$ cat src/somcm_pkg.sv
// Package for the SOM color map trainer: command codes, controller states,
// blend weight table and the controller/datapath command and status structs.
// No dependencies.
package somcm_pkg;

  localparam int MapWidthDefault  = 20;
  localparam int MapHeightDefault = 20;
  localparam logic [3:0] RadiusReset = 4'd10;
  localparam int GaussLen = 38;

  typedef enum logic [1:0] {
    CMD_TRAIN = 2'd0,
    CMD_WRITE = 2'd1,
    CMD_READ  = 2'd2,
    CMD_NOP   = 2'd3
  } cmd_t;

  typedef enum logic [3:0] {
    ST_IDLE,
    ST_DISP,
    ST_SCAN,
    ST_SCAN_DRAIN,
    ST_UPD_START,
    ST_UPD_RD,
    ST_UPD_WAIT,
    ST_UPD_WR,
    ST_READ_WAIT,
    ST_OUT
  } state_t;

  // Gaussian weight in Q0.16 over squared distance; zero past the table.
  function automatic logic [12:0] gauss_q16(input logic [10:0] d2);
    logic [12:0] g;
    begin
      unique case (d2)
        11'd0:  g = 13'd5215;
        11'd1:  g = 13'd4062;
        11'd2:  g = 13'd3163;
        11'd3:  g = 13'd2463;
        11'd4:  g = 13'd1919;
        11'd5:  g = 13'd1494;
        11'd6:  g = 13'd1164;
        11'd7:  g = 13'd906;
        11'd8:  g = 13'd706;
        11'd9:  g = 13'd550;
        11'd10: g = 13'd428;
        11'd11: g = 13'd333;
        11'd12: g = 13'd260;
        11'd13: g = 13'd202;
        11'd14: g = 13'd157;
        11'd15: g = 13'd123;
        11'd16: g = 13'd96;
        11'd17: g = 13'd74;
        11'd18: g = 13'd58;
        11'd19: g = 13'd45;
        11'd20: g = 13'd35;
        11'd21: g = 13'd27;
        11'd22: g = 13'd21;
        11'd23: g = 13'd17;
        11'd24: g = 13'd13;
        11'd25: g = 13'd10;
        11'd26: g = 13'd8;
        11'd27: g = 13'd6;
        11'd28: g = 13'd5;
        11'd29: g = 13'd4;
        11'd30: g = 13'd3;
        11'd31: g = 13'd2;
        11'd32: g = 13'd2;
        11'd33, 11'd34, 11'd35, 11'd36, 11'd37: g = 13'd1;
        default: g = 13'd0;
      endcase
      return g;
    end
  endfunction

  // Controller to datapath.
  typedef struct packed {
    logic load;       // capture the input item
    logic scan_start; // clear scan position and found flag
    logic scan_step;  // issue next scan read
    logic upd_start;  // set neighborhood window from winner
    logic upd_rd;     // issue read of current neighborhood entry
    logic upd_wr;     // write blended entry and advance
    logic entry_wr;   // write the captured entry
    logic entry_rd;   // read the captured entry
    logic out_load;   // build the result register
  } dp_cmd_t;

  // Datapath to controller.
  typedef struct packed {
    logic scan_last;  // last scan read issued
    logic upd_last;   // last neighborhood entry is current
    logic in_range;   // captured entry coordinates are on the map
    cmd_t cmd;
  } dp_status_t;

endpackage

$ cat src/somcm_ctrl.sv
// Controller for the SOM color map trainer: sequences scan, update, read
// and write. Depends on somcm_pkg.
module somcm_ctrl (
  input  logic                   clk,
  input  logic                   rst,
  input  logic                   in_valid,
  output logic                   in_ready,
  output logic                   out_valid,
  input  logic                   out_ready,
  input  logic                   go_scan,
  input  logic                   go_write,
  input  logic                   go_read,
  input  logic                   go_out,
  input  somcm_pkg::dp_status_t  status,
  output somcm_pkg::dp_cmd_t     cmd
);
  import somcm_pkg::*;

  state_t state, state_next;
  logic   out_valid_next;

  // Hold the result until transfer.
  always_ff @(posedge clk) begin
    if (rst) begin
      state     <= ST_IDLE;
      out_valid <= 1'b0;
    end else begin
      state     <= state_next;
      out_valid <= out_valid_next;
    end
  end

  assign in_ready = (state == ST_IDLE);

  // Next state.
  always_comb begin
    state_next = state;
    unique case (state)
      ST_IDLE:       if (in_valid) state_next = ST_DISP;
      ST_DISP: begin
        priority if (go_scan)           state_next = ST_SCAN;
        else if (go_read)               state_next = ST_READ_WAIT;
        else if (go_write || go_out)    state_next = ST_OUT;
      end
      ST_SCAN:       if (status.scan_last) state_next = ST_SCAN_DRAIN;
      ST_SCAN_DRAIN: state_next = ST_UPD_START;
      ST_UPD_START:  state_next = ST_UPD_RD;
      ST_UPD_RD:     state_next = ST_UPD_WAIT;
      ST_UPD_WAIT:   state_next = ST_UPD_WR;
      ST_UPD_WR:     state_next = status.upd_last ? ST_OUT : ST_UPD_RD;
      ST_READ_WAIT:  state_next = ST_OUT;
      ST_OUT:        if (!out_valid || out_ready) state_next = ST_IDLE;
      default:       state_next = ST_IDLE;
    endcase
  end

  // Outputs.
  always_comb begin
    cmd = '0;
    out_valid_next = out_valid && !out_ready;
    unique case (state)
      ST_IDLE:       cmd.load = in_valid;
      ST_DISP: begin
        cmd.scan_start = go_scan;
        cmd.entry_wr   = go_write;
        cmd.entry_rd   = go_read;
      end
      ST_SCAN:       cmd.scan_step = 1'b1;
      ST_SCAN_DRAIN: ;
      ST_UPD_START:  cmd.upd_start = 1'b1;
      ST_UPD_RD:     cmd.upd_rd = 1'b1;
      ST_UPD_WAIT:   ;
      ST_UPD_WR:     cmd.upd_wr = 1'b1;
      ST_READ_WAIT:  ;
      ST_OUT: begin
        if (!out_valid || out_ready) begin
          cmd.out_load   = 1'b1;
          out_valid_next = 1'b1;
        end
      end
      default: ;
    endcase
  end

endmodule

$ cat config.mk
export PLATFORM = sky130hd
export DESIGN_NAME = somcm_ctrl
export DESIGN_NICKNAME = d
export VERILOG_FILES = /design/src/somcm_pkg.sv /design/src/somcm_ctrl.sv
export SDC_FILE = /design/constraint.sdc
export NUM_CORES = 1
export LEC_CHECK = 0
export ABC_AREA = 1
export BUFFER_PORTS_ARGS = -buffer_cell sky130_fd_sc_hd__buf_4
export CAP_MARGIN = 10
export CORE_AREA = 2 2 39 41
export CTS_BUF_LIST = sky130_fd_sc_hd__clkbuf_8
export DETAILED_ROUTE_END_ITERATION = 10
export DIE_AREA = 0 0 41 43
export PLACE_DENSITY = 0.6
export SLEW_MARGIN = 20
export SYNTH_ARGS = -nofsm -noshare
export SYNTH_HDL_FRONTEND = slang
export SYNTH_SLANG_ARGS = --single-unit
$ cat constraint.sdc
create_clock -name clk -period 2.7 [get_ports clk]
set_input_delay 0.405 -clock clk [delete_from_list [all_inputs] [get_ports clk]]
set_output_delay 0.405 -clock clk [all_outputs]
set_load 0.005 [all_outputs]
# ---- Word level (Yosys, flattened, before mapping)
# Index checks and enable logic that the tools add are counted.
dict set report totals {
  regBits 5
  output_inout_bits 11
  word_cells 41
  in_bits 13
}
dict set report classes {
  n_eq_ne 13
  n_reduce_logical 7
  n_mux 19
}
# cell count
set op_table {}
lappend op_table {{$pmux W4 S10} 1}
lappend op_table {{$mux W4} 7}
lappend op_table {{$eq A4 B3 Y1 const B} 4}
lappend op_table {{$mux W1} 10}
lappend op_table {{$eq A4 B2 Y1 const B} 2}
lappend op_table {{$eq A4 B4 Y1 const B} 2}
lappend op_table {{$ne A2 B2 Y1 const B} 3}
lappend op_table {{$eq A4 B1 Y1 const B} 1}
lappend op_table {{$logic_not A4 Y1} 1}
lappend op_table {{$ne A4 B4 Y1 const B} 1}
lappend op_table {{$reduce_and A4 Y1} 1}
lappend op_table {{$logic_not A1 Y1} 2}
lappend op_table {{$logic_or A1 B1 Y1} 2}
lappend op_table {{$mux W2} 1}
lappend op_table {{$logic_and A1 B1 Y1} 1}

# ---- Logic depth before layout (Yosys ltp)
dict set report depth {
  depth_word 5
  mapped_depth 9
  ltp_nobuf 9
}

# ---- Worst setup path after synthesis
# No wires, ideal clock.
dict set report synth_timing {
  kind {reg2out}
  startpoint {reg state[0]}
  endpoint {out cmd[1] (netlist bit)}
  path_buffers 0
  required_time_ps 2295
  stages_incl_launch_ff 5
  path_slack_ps 1479
  arrival_ps 816
  path_cell_list {dfxtp_1 -> nand2_1 -> nor2_1 -> inv_1 -> nor2_1}
}
# item line
set synth_lines {}
lappend synth_lines {{start, declared} somcm_ctrl.sv:19} ;# state_t state, state_next;
lappend synth_lines {{start signal, assigned} somcm_ctrl.sv:28} ;# state <= state_next;
lappend synth_lines {{end, declared} somcm_ctrl.sv:15} ;# output somcm_pkg::dp_cmd_t cmd

==> out/metrics.cfg <==
[placed_design]
gp_congestion=0.762
io_buffer_count=20
place_hpwl_microns=875

[drt]
post-route-drc-count=0
finalWirelength_mm=1.04
first_pass_iters=3
drt-wirelength-per-cell_microns=8.88
viasPerCell=4.36
ant_nets=0
drt_iter0_drc=8
vias=510

[run_status]
outcome=finished clean

[setup_path]
setup.worst_path.class=reg -> out
end_kind=output port
cp.arrival_ns=1.26
reg2reg_depth=7
critPathLaunchType=flop
cp.required_ns=2.30
cp_max_fo=6

[clocking]
cts.sinks=5
htree_num_levels=1
postCtsHoldBufs=0
clock_path_buffers=2
insertion_delay_ns=0.22
clk_pin_slew_ns=0.04
post_cts_resized=0
cts-root-buf=clkbuf_8
cts_tree=done
numCtsBuffers=3
post_cts_buffers=0

[grt]
grtUsageTotal=0.143
grt_pass1_wl_mm=1.73
grt_pass1_vias=443
grt_max_degree=8
grt_antenna_before_repair=0
overflow=0

[final_layout]
diodes=0
synthToLayoutAreaGrowth_pct=51.5
drive_gt1_frac=0.287
finalCoreUtilization=0.458
nets=115

[synthesis]
synth_area_leaders=dfxtp_1, nor2_1, inv_1
yosys.area_share.simple=0.527
synth_compound_area_frac=0.0719
postSynth.asyncResetShare=0
syn-num-nets=90
synth_cells=77
ys_seq_area_frac=0.240
yosysWarningCount=0
synth_top_area_cell=dfxtp_1
ys.flop_type=dfxtp_1
ys_ff_latch=5
synth.most_common_cell=nor2_1
synth_top_family_by_area=simple AND/OR/NAND/NOR gates
netlist_area_sq_um=418
synth_xor_area_frac=0
synth-adder-area-share=0
synth.distinct_cells=14
synthDominantCellAreaShare=0.240
avgSynthCellArea_sq_um=5.43
synthMuxAreaShare=0
synth_edf_count=0
yosys-top-cells-count=nor2_1, inv_1, nand2_1, nand3_1, dfxtp_1

[die]
dieArea_sq_um=1760
core_sq_um=1380
io_pins=24
die_h_microns=43
std_cell_rows=14
die_w_microns=41
start_util=0.302

[sta]
fin_crit_sh=0.616
layout_min_cycle_time_ns=1.66
rsz0062_at_grt=false
tightest_slew_ns=0.278
timing.fmax_mhz=602
slew_viol_final=0
relSlewSlack=0.814
finalSetupViolations=0
hold_viol=0
setup_tns_ns=0
finClkSkew_ns=0.00233

[min_path]
hold_path_class=in -> reg
hold_path_depth=2

[power_and_ir_drop]
irDropWorstVdd_mv=0.235
power_density_nw_per_um2=590
p_leak_uw=0.000349

[job]
max_cap_violations=0

[final cells by class]
class                           instances  area (sq um)
Clock inverter                          1          3.75
Timing Repair Buffer                   20           150
Clock buffer                            3          41.3
Sequential cell                         5           100
Inverter                               18          67.6
Fill cell                             153           751
Tap cell                               16          20.0
Multi-Input combinational cell         54           250
[critical path: stages (launching register included)]
cell and delay, ns:
dfxtp_1 0.30, inv_1 0.14, nand2_1 0.14, nor2_1 0.15, inv_1 0.09, nor2_2 0.11, buf_4 0.12
[flip-flops by register name, summed over array words and instances, names as in the netlist]
| name | cells |
|---|---|
| state | 4 |
| out_valid | 1 |
[metrics by stage]
| step | power, uW | area, sq um | hold slack, ns | setup WS, ns | cells |
|---|---|---|---|---|---|
| 6_report | 374 | 633 | 0.381 | 1.04 | 117 |
| 3_5_place_dp | 244 | 588 | 0.536 | 1.27 | 113 |
| 2_1_floorplan | 185 | 418 | 0.474 | 1.48 | 77 |
| 3_3_place_gp | 243 | 588 | 0.532 | 1.26 | 113 |
| 4_1_cts | 378 | 633 | 0.381 | 1.03 | 117 |
| 5_1_grt | 407 | 633 | 0.392 | 0.888 | 117 |
[path summary, 6_finish.rpt]
kind	from	endpoint	slack, ns
worst max-delay path	state[3]	cmd[7]	1.04
worst min-delay path	rst	state[3]	0.38
worst max register to register	state[1]	state[1]	1.46
worst min register to register	out_valid	out_valid	0.54
[placed cells by master (no fill, tap or decap)]
cell type  Yosys  layout
clkbuf_8       0       3
buf_4          0      20
nand2_1       11      11
inv_2          2       2
nand4_1        1       1
nor2_1        20      20
inv_1         16      17
nor2_4         2       2
nor3b_1        1       1
o21ai_0        2       2
a21oi_1        4       4
nor2_2         1       1
nor3_1         2       2
nand3_1        9       9
nand2_2        1       1
dfxtp_1        5       5
[per-layer routing]
| metal | GRT usage | part of all wire | vias to the layer above |
|---|---|---|---|
| met5 | 0 | 0 | - |
| met4 | 0.0800 | 0.011 | 0 |
| met3 | 0.0157 | 0.040 | 2 |
| met2 | 0.219 | 0.50 | 9 |
| met1 | 0.184 | 0.45 | 217 |
| li1 | - | - | 282 |
[cells by family after synthesis]
group / count (synthesis)
buffers and inverters: 18
DFF: 5
AOI/OAI and AO/OA: 6
and+or+nand+nor: 48
[power breakdown]
| group | internal [uW] | leakage (uW) | total (uW) | switching (uW) |
|---|---|---|---|---|
| Combinational | 65.5 | 0.000281 | 145 | 79.4 |
| Clock | 97.3 | 0.0000269 | 131 | 34.2 |
| Sequential | 83.0 | 0.0000408 | 97.1 | 14.1 |
| Total | 246 | 0.000349 | 374 | 128 |
(Power assumes the default switching activity.)
